$ cat src/rtl/dlcs_pkg.sv
// ----------------------------------------------------------------------------
// dlcs_pkg
// Shared types and codes of the detector layer combination selector: register
// indexes, region codes, mode bit positions and the command and status structs
// between the controller and the datapath.
// ----------------------------------------------------------------------------
package dlcs_pkg;

  localparam int unsigned LAYER_W   = 12;
  localparam int unsigned SIZE_EN_W = 9;
  localparam int unsigned MODE_W    = 3;
  localparam int unsigned SIZE_W    = 4;
  localparam int unsigned CFG_IDX_W = 2;

  localparam int unsigned MODE_COSMIC  = 0;
  localparam int unsigned MODE_MIX     = 1;
  localparam int unsigned MODE_SPECIAL = 2;

  typedef enum logic [1:0] {
    REG_BARREL = 2'd0,
    REG_NEG    = 2'd1,
    REG_POS    = 2'd2,
    REG_MIX    = 2'd3
  } region_t;

  typedef enum logic [CFG_IDX_W-1:0] {
    CFG_MODE      = 2'd0,
    CFG_SIZE_EN   = 2'd1,
    CFG_LAYER_SEL = 2'd2,
    CFG_REQUIRED  = 2'd3
  } cfg_idx_t;

  typedef struct packed {
    logic              load;
    logic              init;
    logic              step;
    logic              flush;
    logic              special;
    logic              strict;
    region_t           region;
    logic [SIZE_W-1:0] size;
  } dlcs_cmd_t;

  typedef struct packed {
    logic [MODE_W-1:0]    mode;
    logic [SIZE_EN_W-1:0] size_enable;
    logic [SIZE_W-1:0]    region_count;
    logic                 advance;
    logic                 hit_limit;
    logic                 last_combo;
    logic                 flush_done;
  } dlcs_sts_t;

endpackage

$ cat src/rtl/dlcs_datapath.sv
// ----------------------------------------------------------------------------
// dlcs_datapath
// Configuration registers, event hit mask, combination stepper, candidate
// filter, one-deep pending result and the output register.
// ----------------------------------------------------------------------------
module dlcs_datapath #(
  parameter int unsigned BARREL_LAYERS      = 6,
  parameter int unsigned ENDCAP_SIDE_LAYERS = 3,
  parameter int unsigned RESULT_LIMIT       = 64
) (
  input  logic                            clk,
  input  logic                            rst,
  input  logic [dlcs_pkg::LAYER_W-1:0]    hit_mask,
  input  logic                            cfg_write,
  input  logic [dlcs_pkg::CFG_IDX_W-1:0]  cfg_index,
  input  logic [dlcs_pkg::LAYER_W-1:0]    cfg_data,
  input  dlcs_pkg::dlcs_cmd_t             cmd,
  output dlcs_pkg::dlcs_sts_t             sts,
  input  logic                            out_ready,
  output logic                            out_valid,
  output logic [dlcs_pkg::LAYER_W-1:0]    layer_mask,
  output logic [1:0]                      region,
  output logic                            truncated,
  output logic                            last_result
);
  import dlcs_pkg::*;

  localparam int unsigned LW = (BARREL_LAYERS > ENDCAP_SIDE_LAYERS) ?
                               BARREL_LAYERS : ENDCAP_SIDE_LAYERS;
  localparam int unsigned CW        = $clog2(LW + 1);
  localparam int unsigned CNT_W     = $clog2(RESULT_LIMIT + 1);
  localparam int unsigned NEG_FIRST = BARREL_LAYERS;
  localparam int unsigned POS_FIRST = BARREL_LAYERS + ENDCAP_SIDE_LAYERS;
  localparam int unsigned ALL_END   = BARREL_LAYERS + 2 * ENDCAP_SIDE_LAYERS;

  function automatic logic [LW-1:0] take_local(logic [LAYER_W-1:0] v,
                                               int unsigned first, int unsigned cnt);
    logic [LW-1:0] r;
    r = '0;
    for (int unsigned i = 0; i < LW; i++) begin
      if (i < cnt && first + i < LAYER_W) r[i] = v[first + i];
    end
    return r;
  endfunction

  function automatic logic [LAYER_W-1:0] place(logic [LW-1:0] v,
                                               int unsigned first, int unsigned cnt);
    logic [LAYER_W-1:0] r;
    r = '0;
    for (int unsigned i = 0; i < LW; i++) begin
      if (i < cnt && first + i < LAYER_W) r[first + i] = v[i];
    end
    return r;
  endfunction

  function automatic logic [LAYER_W-1:0] span12(int unsigned first, int unsigned cnt);
    logic [LAYER_W-1:0] r;
    r = '0;
    for (int unsigned k = 0; k < LAYER_W; k++) begin
      if (k >= first && k < first + cnt) r[k] = 1'b1;
    end
    return r;
  endfunction

  // scatter the compressed selection onto the hit positions
  function automatic logic [LW-1:0] deposit(logic [LW-1:0] c, logic [LW-1:0] h);
    logic [LW-1:0] r;
    logic [LW-1:0] t;
    r = '0;
    t = c;
    for (int unsigned i = 0; i < LW; i++) begin
      if (h[i]) begin
        r[i] = t[0];
        t    = t >> 1;
      end
    end
    return r;
  endfunction

  function automatic logic [CW-1:0] popcount(logic [LW-1:0] h);
    logic [CW-1:0] n;
    n = '0;
    for (int unsigned i = 0; i < LW; i++) n = n + CW'(h[i]);
    return n;
  endfunction

  // next subset in lexicographic order over n compressed positions
  // msb of the result is set when a next subset exists
  function automatic logic [LW:0] next_comb(logic [LW-1:0] c, logic [CW-1:0] n);
    logic          free;
    logic          found;
    logic [CW-1:0] pos;
    logic [CW-1:0] run;
    logic [LW-1:0] r;
    free  = 1'b0;
    found = 1'b0;
    pos   = '0;
    run   = '0;
    r     = '0;
    for (int i = LW - 1; i >= 0; i--) begin
      if (CW'(i) < n && !found) begin
        if (c[i]) begin
          if (free) begin
            found = 1'b1;
            pos   = CW'(i);
          end else begin
            run = run + CW'(1);
          end
        end else begin
          free = 1'b1;
        end
      end
    end
    for (int i = 0; i < LW; i++) begin
      if (CW'(i) < pos) begin
        r[i] = c[i];
      end else if (CW'(i) == pos) begin
        r[i] = 1'b0;
      end else begin
        r[i] = ({1'b0, CW'(i)} <= ({1'b0, pos} + {1'b0, run} + (CW+1)'(1)));
      end
    end
    return {found, r};
  endfunction

  logic [MODE_W-1:0]    mode_bits;
  logic [SIZE_EN_W-1:0] size_enable;
  logic [LAYER_W-1:0]   layer_select;
  logic [LAYER_W-1:0]   required_layers;

  logic [LAYER_W-1:0]   hits;
  logic [LW-1:0]        comb;
  logic [CNT_W-1:0]     count;
  logic                 cut;
  logic                 pend_valid;
  logic [LAYER_W-1:0]   pend_mask;
  region_t              pend_region;
  region_t              out_region;

  logic [LW-1:0]        loc;
  logic [LAYER_W-1:0]   reg_mask;
  logic [LW-1:0]        dep;
  logic [LAYER_W-1:0]   enum_cand;
  logic [LAYER_W-1:0]   req;
  logic [LAYER_W-1:0]   sel;
  logic [LAYER_W-1:0]   got;
  logic [LAYER_W-1:0]   cand;
  logic                 cand_ok;
  logic [CW-1:0]        loc_count;
  logic [LW:0]          nxt;
  logic [LW-1:0]        first_comb;
  logic                 out_free;
  logic                 at_limit;
  logic                 take;
  logic                 stall;
  logic                 take_ok;
  logic                 move_push;
  logic                 move_flush;

  always_comb begin
    case (cmd.region)
      REG_BARREL: begin
        loc      = take_local(hits, 0, BARREL_LAYERS);
        reg_mask = span12(0, BARREL_LAYERS);
      end
      REG_NEG: begin
        loc      = take_local(hits, NEG_FIRST, ENDCAP_SIDE_LAYERS);
        reg_mask = span12(NEG_FIRST, ENDCAP_SIDE_LAYERS);
      end
      REG_POS: begin
        loc      = take_local(hits, POS_FIRST, ENDCAP_SIDE_LAYERS);
        reg_mask = span12(POS_FIRST, ENDCAP_SIDE_LAYERS);
      end
      default: begin
        loc      = '0;
        reg_mask = span12(0, ALL_END);
      end
    endcase
    dep = deposit(comb, loc);
    case (cmd.region)
      REG_BARREL: enum_cand = place(dep, 0, BARREL_LAYERS);
      REG_NEG:    enum_cand = place(dep, NEG_FIRST, ENDCAP_SIDE_LAYERS);
      REG_POS:    enum_cand = place(dep, POS_FIRST, ENDCAP_SIDE_LAYERS);
      default:    enum_cand = '0;
    endcase
  end

  assign req       = required_layers & reg_mask;
  assign sel       = layer_select & reg_mask;
  assign got       = sel & hits;
  assign loc_count = popcount(loc);
  assign nxt       = next_comb(comb, loc_count);

  always_comb begin
    if (!cmd.special) begin
      cand    = enum_cand;
      cand_ok = (enum_cand & req) == req;
    end else if (cmd.strict) begin
      cand    = sel;
      cand_ok = (sel != '0) && (got == sel);
    end else begin
      cand    = got;
      cand_ok = got != '0;
    end
  end

  always_comb begin
    for (int unsigned i = 0; i < LW; i++) first_comb[i] = SIZE_W'(i) < cmd.size;
  end

  assign out_free   = !out_valid || out_ready;
  assign at_limit   = count == CNT_W'(RESULT_LIMIT);
  assign take       = cmd.step && cand_ok && !at_limit;
  assign stall      = take && pend_valid && !out_free;
  assign take_ok    = take && !stall;
  assign move_push  = take_ok && pend_valid;
  assign move_flush = cmd.flush && pend_valid && out_free;

  assign sts.mode         = mode_bits;
  assign sts.size_enable  = size_enable;
  assign sts.region_count = SIZE_W'(loc_count);
  assign sts.advance      = cmd.step && !stall;
  assign sts.hit_limit    = cand_ok && at_limit;
  assign sts.last_combo   = !nxt[LW];
  assign sts.flush_done   = !pend_valid || out_free;

  always_ff @(posedge clk) begin
    if (rst) begin
      mode_bits       <= '0;
      size_enable     <= '0;
      layer_select    <= '0;
      required_layers <= '0;
    end else if (cfg_write) begin
      case (cfg_idx_t'(cfg_index))
        CFG_MODE:      mode_bits       <= cfg_data[MODE_W-1:0];
        CFG_SIZE_EN:   size_enable     <= cfg_data[SIZE_EN_W-1:0];
        CFG_LAYER_SEL: layer_select    <= cfg_data;
        CFG_REQUIRED:  required_layers <= cfg_data;
        default: ;
      endcase
    end
  end

  always_ff @(posedge clk) begin
    if (rst) begin
      out_valid  <= 1'b0;
      pend_valid <= 1'b0;
      count      <= '0;
      cut        <= 1'b0;
    end else begin
      if (move_push || move_flush) begin
        out_valid <= 1'b1;
      end else if (out_ready) begin
        out_valid <= 1'b0;
      end
      if (take_ok) begin
        pend_valid <= 1'b1;
      end else if (move_flush) begin
        pend_valid <= 1'b0;
      end
      if (cmd.load) begin
        count <= '0;
        cut   <= 1'b0;
      end else begin
        if (take_ok) count <= count + CNT_W'(1);
        if (cmd.step && cand_ok && at_limit) cut <= 1'b1;
      end
    end
  end

  always_ff @(posedge clk) begin
    if (cmd.load) hits <= hit_mask;
    if (cmd.init) begin
      comb <= first_comb;
    end else if (cmd.step && !cmd.special && !stall) begin
      comb <= nxt[LW-1:0];
    end
    if (take_ok) begin
      pend_mask   <= cand;
      pend_region <= cmd.region;
    end
    if (move_push) begin
      layer_mask  <= pend_mask;
      out_region  <= pend_region;
      truncated   <= 1'b0;
      last_result <= 1'b0;
    end else if (move_flush) begin
      layer_mask  <= pend_mask;
      out_region  <= pend_region;
      truncated   <= cut;
      last_result <= 1'b1;
    end
  end

  assign region = out_region;

endmodule

$ cat src/rtl/dlcs_ctrl.sv
// ----------------------------------------------------------------------------
// dlcs_ctrl
// Event sequencer: picks the work for the mode, walks region and subset size
// jobs, steps the datapath and closes each event with a flush of the pending
// result.
// ----------------------------------------------------------------------------
module dlcs_ctrl #(
  parameter int unsigned BARREL_LAYERS      = 6,
  parameter int unsigned ENDCAP_SIDE_LAYERS = 3
) (
  input  logic                clk,
  input  logic                rst,
  input  logic                in_valid,
  output logic                in_ready,
  output dlcs_pkg::dlcs_cmd_t cmd,
  input  dlcs_pkg::dlcs_sts_t sts
);
  import dlcs_pkg::*;

  typedef enum logic [2:0] {
    S_IDLE,
    S_SETUP,
    S_ENUM,
    S_SPEC,
    S_FLUSH
  } state_t;

  state_t            state;
  state_t            state_next;
  logic [SIZE_W-1:0] size;
  logic [SIZE_W-1:0] size_next;
  region_t           cur_region;
  region_t           region_next;

  logic              cosmic;
  logic              mix;
  logic              special;
  logic [SIZE_W-1:0] size_m1;
  logic [SIZE_W:0]   eidx;
  logic              job_en;
  logic              go;
  logic [SIZE_W-1:0] job_size;
  region_t           job_region;
  logic              jobs_done;

  assign cosmic  = sts.mode[MODE_COSMIC];
  assign mix     = sts.mode[MODE_MIX];
  assign special = sts.mode[MODE_SPECIAL];
  assign size_m1 = size - SIZE_W'(1);
  assign eidx    = (SIZE_W + 1)'(BARREL_LAYERS) + {1'b0, size} - (SIZE_W + 1)'(1);

  always_comb begin
    if (cur_region == REG_BARREL) begin
      job_en = (size_m1 < SIZE_W'(SIZE_EN_W)) && sts.size_enable[size_m1];
    end else begin
      job_en = (eidx < (SIZE_W + 1)'(SIZE_EN_W)) && sts.size_enable[eidx[SIZE_W-1:0]];
    end
  end

  assign go = job_en && (size <= sts.region_count);

  // job order: barrel sizes ascending, then per endcap size -z before +z
  always_comb begin
    job_size   = size;
    job_region = cur_region;
    jobs_done  = 1'b0;
    case (cur_region)
      REG_BARREL: begin
        if (size < SIZE_W'(BARREL_LAYERS)) begin
          job_size = size + SIZE_W'(1);
        end else begin
          job_size   = SIZE_W'(1);
          job_region = REG_NEG;
        end
      end
      REG_NEG: job_region = REG_POS;
      REG_POS: begin
        if (size < SIZE_W'(ENDCAP_SIDE_LAYERS)) begin
          job_size   = size + SIZE_W'(1);
          job_region = REG_NEG;
        end else begin
          jobs_done = 1'b1;
        end
      end
      default: jobs_done = 1'b1;
    endcase
  end

  always_comb begin
    state_next  = state;
    size_next   = size;
    region_next = cur_region;
    case (state)
      S_IDLE: begin
        if (in_valid) begin
          size_next   = SIZE_W'(1);
          region_next = REG_BARREL;
          if (!cosmic && !mix && !special) begin
            state_next = S_SETUP;
          end else if (!cosmic && !mix) begin
            state_next = S_SPEC;
          end else if (cosmic && special && !mix) begin
            state_next = S_SPEC;
          end else if (cosmic && special) begin
            state_next  = S_SPEC;
            region_next = REG_MIX;
          end else begin
            state_next = S_FLUSH;
          end
        end
      end
      S_SETUP: begin
        if (go) begin
          state_next = S_ENUM;
        end else if (jobs_done) begin
          state_next = S_FLUSH;
        end else begin
          size_next   = job_size;
          region_next = job_region;
        end
      end
      S_ENUM: begin
        if (sts.advance) begin
          if (sts.hit_limit) begin
            state_next = S_FLUSH;
          end else if (sts.last_combo) begin
            if (jobs_done) begin
              state_next = S_FLUSH;
            end else begin
              state_next  = S_SETUP;
              size_next   = job_size;
              region_next = job_region;
            end
          end
        end
      end
      S_SPEC: begin
        if (sts.advance) begin
          if (sts.hit_limit || cur_region == REG_POS || cur_region == REG_MIX) begin
            state_next = S_FLUSH;
          end else begin
            region_next = region_t'(cur_region + 2'd1);
          end
        end
      end
      S_FLUSH: begin
        if (sts.flush_done) state_next = S_IDLE;
      end
      default: state_next = S_IDLE;
    endcase
  end

  always_ff @(posedge clk) begin
    if (rst) begin
      state      <= S_IDLE;
      size       <= SIZE_W'(1);
      cur_region <= REG_BARREL;
    end else begin
      state      <= state_next;
      size       <= size_next;
      cur_region <= region_next;
    end
  end

  assign in_ready    = state == S_IDLE;
  assign cmd.load    = (state == S_IDLE) && in_valid;
  assign cmd.init    = (state == S_SETUP) && go;
  assign cmd.step    = (state == S_ENUM) || (state == S_SPEC);
  assign cmd.flush   = state == S_FLUSH;
  assign cmd.special = state == S_SPEC;
  assign cmd.strict  = !cosmic;
  assign cmd.region  = cur_region;
  assign cmd.size    = size;

endmodule

$ cat src/rtl/detector_layer_combination_selector_top.sv
// ----------------------------------------------------------------------------
// detector_layer_combination_selector_top
// Turns one event's hit layer mask into the selected layer combinations.
//
//   channel  direction  handshake                 payload
//   in       input      in_valid / in_ready       hit_mask
//   out      output     out_valid / out_ready     layer_mask, region,
//                                                 truncated, last_result
//   cfg      input      cfg_valid / cfg_ready     cfg_index, cfg_data
//
// one event at a time: the sequencer takes the event, sets up each subset
// size job, steps through the candidate combinations in the stepper and
// ends with the closing flush; results leave at most one per cycle
// the combination stepper sets the rate: one candidate, kept or dropped,
// per cycle while the stepper is not stalled
// a full output register with out_ready low stalls the stepper only when a
// new result has to pass the one-deep pending stage
// rst is synchronous and clears the registers, the sequencer and all valids
// ----------------------------------------------------------------------------
module detector_layer_combination_selector_top #(
  parameter int unsigned BARREL_LAYERS      = 6,
  parameter int unsigned ENDCAP_SIDE_LAYERS = 3,
  parameter int unsigned RESULT_LIMIT       = 64
) (
  input  logic                            clk,
  input  logic                            rst,
  input  logic                            in_valid,
  output logic                            in_ready,
  input  logic [dlcs_pkg::LAYER_W-1:0]    hit_mask,
  output logic                            out_valid,
  input  logic                            out_ready,
  output logic [dlcs_pkg::LAYER_W-1:0]    layer_mask,
  output logic [1:0]                      region,
  output logic                            truncated,
  output logic                            last_result,
  input  logic                            cfg_valid,
  output logic                            cfg_ready,
  input  logic [dlcs_pkg::CFG_IDX_W-1:0]  cfg_index,
  input  logic [dlcs_pkg::LAYER_W-1:0]    cfg_data
);
  import dlcs_pkg::*;

  dlcs_cmd_t cmd;
  dlcs_sts_t sts;

  assign cfg_ready = 1'b1;

  dlcs_ctrl #(
    .BARREL_LAYERS      (BARREL_LAYERS),
    .ENDCAP_SIDE_LAYERS (ENDCAP_SIDE_LAYERS)
  ) u_ctrl (
    .clk      (clk),
    .rst      (rst),
    .in_valid (in_valid),
    .in_ready (in_ready),
    .cmd      (cmd),
    .sts      (sts)
  );

  dlcs_datapath #(
    .BARREL_LAYERS      (BARREL_LAYERS),
    .ENDCAP_SIDE_LAYERS (ENDCAP_SIDE_LAYERS),
    .RESULT_LIMIT       (RESULT_LIMIT)
  ) u_dp (
    .clk         (clk),
    .rst         (rst),
    .hit_mask    (hit_mask),
    .cfg_write   (cfg_valid && cfg_ready),
    .cfg_index   (cfg_index),
    .cfg_data    (cfg_data),
    .cmd         (cmd),
    .sts         (sts),
    .out_ready   (out_ready),
    .out_valid   (out_valid),
    .layer_mask  (layer_mask),
    .region      (region),
    .truncated   (truncated),
    .last_result (last_result)
  );

endmodule

$ cat config.mk
export PLATFORM = sky130hd
export DESIGN_NAME = detector_layer_combination_selector_top
export DESIGN_NICKNAME = d
export VERILOG_FILES = /design/src/rtl/dlcs_pkg.sv /design/src/rtl/dlcs_datapath.sv /design/src/rtl/dlcs_ctrl.sv /design/src/rtl/detector_layer_combination_selector_top.sv
export SDC_FILE = /design/constraint.sdc
export NUM_CORES = 1
export LEC_CHECK = 0
export BUFFER_PORTS_ARGS = -buffer_cell sky130_fd_sc_hd__buf_4
export CORE_MARGIN = 2
export CORE_UTILIZATION = 40
export CTS_CLUSTER_DIAMETER = 200
export CTS_CLUSTER_SIZE = 14
export DETAILED_ROUTE_END_ITERATION = 12
export HOLD_SLACK_MARGIN = 0.1
export PLACE_DENSITY_LB_ADDON = 0.15
export SLEW_MARGIN = 20
export SYNTH_ARGS = -nofsm -noshare
export SYNTH_HDL_FRONTEND = slang
export SYNTH_SLANG_ARGS = --single-unit
$ cat constraint.sdc
create_clock -name clk -period 9.8 [get_ports clk]
set_input_delay 1.47 -clock clk [delete_from_list [all_inputs] [get_ports clk]]
set_output_delay 1.47 -clock clk [all_outputs]
set_load 0.01 [all_outputs]
==> qor.csv <==
stage,metric,value,unit
power_and_ir_drop,Pleak,2.586,nW
layout,# fillers,1477,
power_and_ir_drop,Worst VDD drop,214.8,uV
synthesis,Syn. warnings,0,
clock_network,CTS tree,done,
worst_setup_path,critical path data arrival time,7.89,ns
synthesis,compound-gate portion of the synthesized area,21.81,%
place,# port buffers,48,
timing,Least-Margin Pin Slew,1.000,ns
layout,multi-input logic area,0.003398,sq mm
synthesis,"Top FF cell, synth",dfxtp_1,
die,Die Span Y,129.1,microns
global_routing,GRT Residual Overflow,0,
synthesis,most common cell in the netlist,nand2_1,
synthesis,asr flop ratio synth,0,%
die,num ports,50,
power_and_ir_drop,Design Power,0.002391,W
clock_network,Max clock buf depth,2,
timing,minimum clock period after layout,7.811,ns
clock_network,clk root buf,clkbuf_16,
routing,Initial DRT Pass Iterations,9,
die,row cnt,45,
routing,vias per cell,5.724,
timing,Worst Skew,0.008409,ns
routing,Routed Antenna Nets,0,
die,starting density of the core,41.05,%
worst_setup_path,CP required,9.87,ns
routing,1st-iter DRT viols,491,
routing,Via Count,5438,
clock_network,Post-CTS Resized,0,
synthesis,mux share of post-synthesis cell area,4.654,%
synthesis,Yosys reg bits,103,
synthesis,cell area after synthesis,0.006264,sq mm
routing,DR WL/cell,17.35,microns
global_routing,Total Routing Usage GR,20.55,%
die,Die Wd,129.1,microns
clock_network,clock latency on the worst-skew pair,0.35,ns
layout,diode count,0,
layout,nets@finish,792,
worst_setup_path,crit-path max FO,16,
synthesis,syn avg cell area,8.797,sq um
timing,RSZ-0062 raised after global routing,false,
timing,Final Hold Viols,0,
synthesis,Netlist cell types,82,
timing,setup violators final,0,
timing,Pins Over Slew Limit,0,
clock_network,CTS Buf Count,9,
layout,proportion of layout cells with a drive suffix above 1,13.80,%
die,core box area,0.01526,sq mm
worst_setup_path,crit end category,flop,
synthesis,share of the synthesized area in the top cell type,22.05,%
global_routing,initial antenna violation count,0,
place,Final HPWL DP,12620,microns
status,outcome,finished clean,
routing,final WL,16480,microns
synthesis,Synth Area in Adders,5.873,%
timing,Final period util,79.71,%
synthesis,Yosys top cell by area,edfxtp_1,
global_routing,first-pass GRT wire length,26560,microns
clock_network,CTS Sinks,103,
worst_setup_path,Worst Setup SP,u_ctrl.cur_region[1],
timing,setup tns final,0,ns
synthesis,largest family of logic cells by synthesized area,compound AO/OA/AOI/OAI gates,
synthesis,"EDFF count, synth",46,
place,Final GP Congestion,0.9155,
run,max_cap viols,0,
synthesis,simple-gate share of the synthesized area,19.50,%
clock_network,# hold bufs at CTS,0,
place,"worst slack, placed",2.044,ns
timing,maximum clock rate,0.1280,GHz
power_and_ir_drop,Pwr Density,339.2,mW/mm^2
routing,DRC violations left,0,
clock_network,htree depth,3,
worst_setup_path,RR Startpoint,u_ctrl.cur_region[1],
synthesis,post-synthesis xor/xnor area fraction,2.357,%
worst_hold_path,HP Start,u_dp.pend_mask[6],
die,die area,0.01668,sq mm
global_routing,pin count of the biggest net entering global routing,54,
layout,sequential cell area,0.002522,sq mm
clock_network,setup bufs post-CTS,0,
clock_network,"CTS clk-pin slew, worst paths",0.07,ns
layout,Layout area overhead,12.54,%
timing,Slew HR,33.08,%
synthesis,syn nets,770,
global_routing,via count of the first global-routing pass,5100,
timing,min setup slack post-route,1.989,ns
worst_hold_path,worst min path class,flop to flop,
synthesis,largest cells by area after synthesis,"edfxtp_1 22%, dfxtp_1 18%, nand2_1 6.5%, a21oi_1 5.4%, ha_1 4.6%",
synthesis,cell count after synthesis,712,
synthesis,"Seq/Total Area, Yosys",40.27,%
synthesis,"top cells by count, synth","108 x nand2_1, 67 x a21oi_1, 57 x dfxtp_1, 49 x nor2_1, 47 x inv_1",
worst_setup_path,Worst Setup Start Kind,flop,
worst_setup_path,critical setup path kind,flop to flop,
==> metal layers <==
metal / vias to the layer above / GRT usage [%] / wire length (microns)
met5: - / 0 / 0
met4: 0 / 6.841 / 361
met3: 29 / 4.996 / 939
met2: 175 / 32.41 / 7575
met1: 2599 / 27.74 / 7601
li1: 2635 / - / -
==> worst paths after layout <==
| kind | end | slack [ns] | cells after the start |
|---|---|---|---|
| worst max register to register | u_dp.comb[3] | 1.99 | 26 |
| worst min register to register | u_dp.layer_mask[6] | 0.41 | 0 |
| worst max-delay path | u_dp.comb[3] | 1.99 | 26 |
| worst min-delay path | u_dp.layer_mask[6] | 0.41 | 0 |
==> through the flow <==
stage / hold slack (ns) / cell area (sq um) / utilization [%] / instances
6_report: 0.4141 / 7049 / 46.20 / 950
2_1_floorplan: 0.4003 / 6264 / - / 712
5_1_grt: 0.4214 / 7049 / 46.20 / 950
4_1_cts: 0.4159 / 7049 / 46.20 / 950
3_5_place_dp: 0.4045 / 6741 / 44.18 / 934
3_3_place_gp: 0.4048 / 6736 / 44.15 / 933
==> critical path, cell delays in order (launching register included) <==
cell      delay, ns
dfxtp_1        0.41
inv_1          0.10
ha_1           0.40
a222oi_1       0.79
nor2_1         0.19
ha_1           0.36
fa_1           0.49
inv_1          0.05
fa_1           0.37
fa_1           0.72
a21oi_1        0.19
a22oi_1        0.31
nor2_1         0.12
nor3_1         0.38
mux2_2         0.39
ha_1           0.27
mux2_2         0.28
ha_1           0.27
mux2_2         0.27
ha_1           0.29
a21o_1         0.17
nor2_1         0.09
mux2i_1        0.08
nor2_1         0.20
o21ai_0        0.13
nand3_1        0.10
o21ai_0        0.11
==> cell usage in the layout (no fill, tap or decap), types with 3 or more instances in the layout <==
cell       netlist  layout
o31ai_1          4       4
fa_1             4       4
a22oi_1          4       4
mux2i_1         13      13
nor2_1          49      49
o221ai_1         5       5
nor3b_1          3       3
nor2b_1          5       5
inv_1           47      47
o21ai_0         37      37
a31oi_1          6       6
or2_2            7       7
nand3_1         18      18
dfxtp_1         57      57
xor2_1           5       5
buf_4            1      50
a21oi_1         67      67
o2111ai_1        3       3
mux2_2           5       5
nor4_1           7       7
o32ai_1          3       3
o22ai_1         14      14
ha_1            23      23
o21a_1           3       3
xnor2_1         10      10
clkbuf_16        0      10
nand4_1          8       8
edfxtp_1        46      46
a222oi_1         8       8
o211ai_1         8       8
or4_1            5       5
mux4_2           4       4
and3_1           5       5
nand2b_1        10      10
nor3_1          11      11
nand2_1        108     108
and2_1           5       5
a21o_1           5       5
==> report_power, final <==
part | total [W] | switching [W] | internal, W | leakage, nW
Clock | 0.000363 | 0.000164 | 0.000199 | 0.154
Combinational | 0.00142 | 0.000816 | 0.000606 | 1.55
Sequential | 0.000607 | 0.0000625 | 0.000545 | 0.887
==> cell type report <==
type,count,area share [%]
inverter,47,2.503
sequential,103,35.78
clock buffer,11,3.745
multi-input combinational,522,48.21
timing repair buffer,51,5.396
clock inverter,5,0.6212
tap,211,3.745
==> kinds of logic after synthesis <==
family	count (synthesis)
flops	103
other cells	1
simple gates	254
xor+xnor	16
buf+inv	87
mux	23
compound gates	201
fa+ha+maj	27
==> state kept, by name, summed over array words and instances, names as in the netlist, 2 cells and up <==
name / cells
u_ctrl.size: 4
u_dp.layer_select: 12
u_ctrl.state: 3
u_dp.hits: 12
u_dp.mode_bits: 3
u_ctrl.cur_region: 2
u_dp.comb: 6
u_dp.pend_region: 2
u_dp.required_layers: 12
u_dp.pend_mask: 12
u_dp.count: 7
u_dp.size_enable: 9
u_dp.region: 2
u_dp.layer_mask: 12
Power figures use the tool's default switching activity.
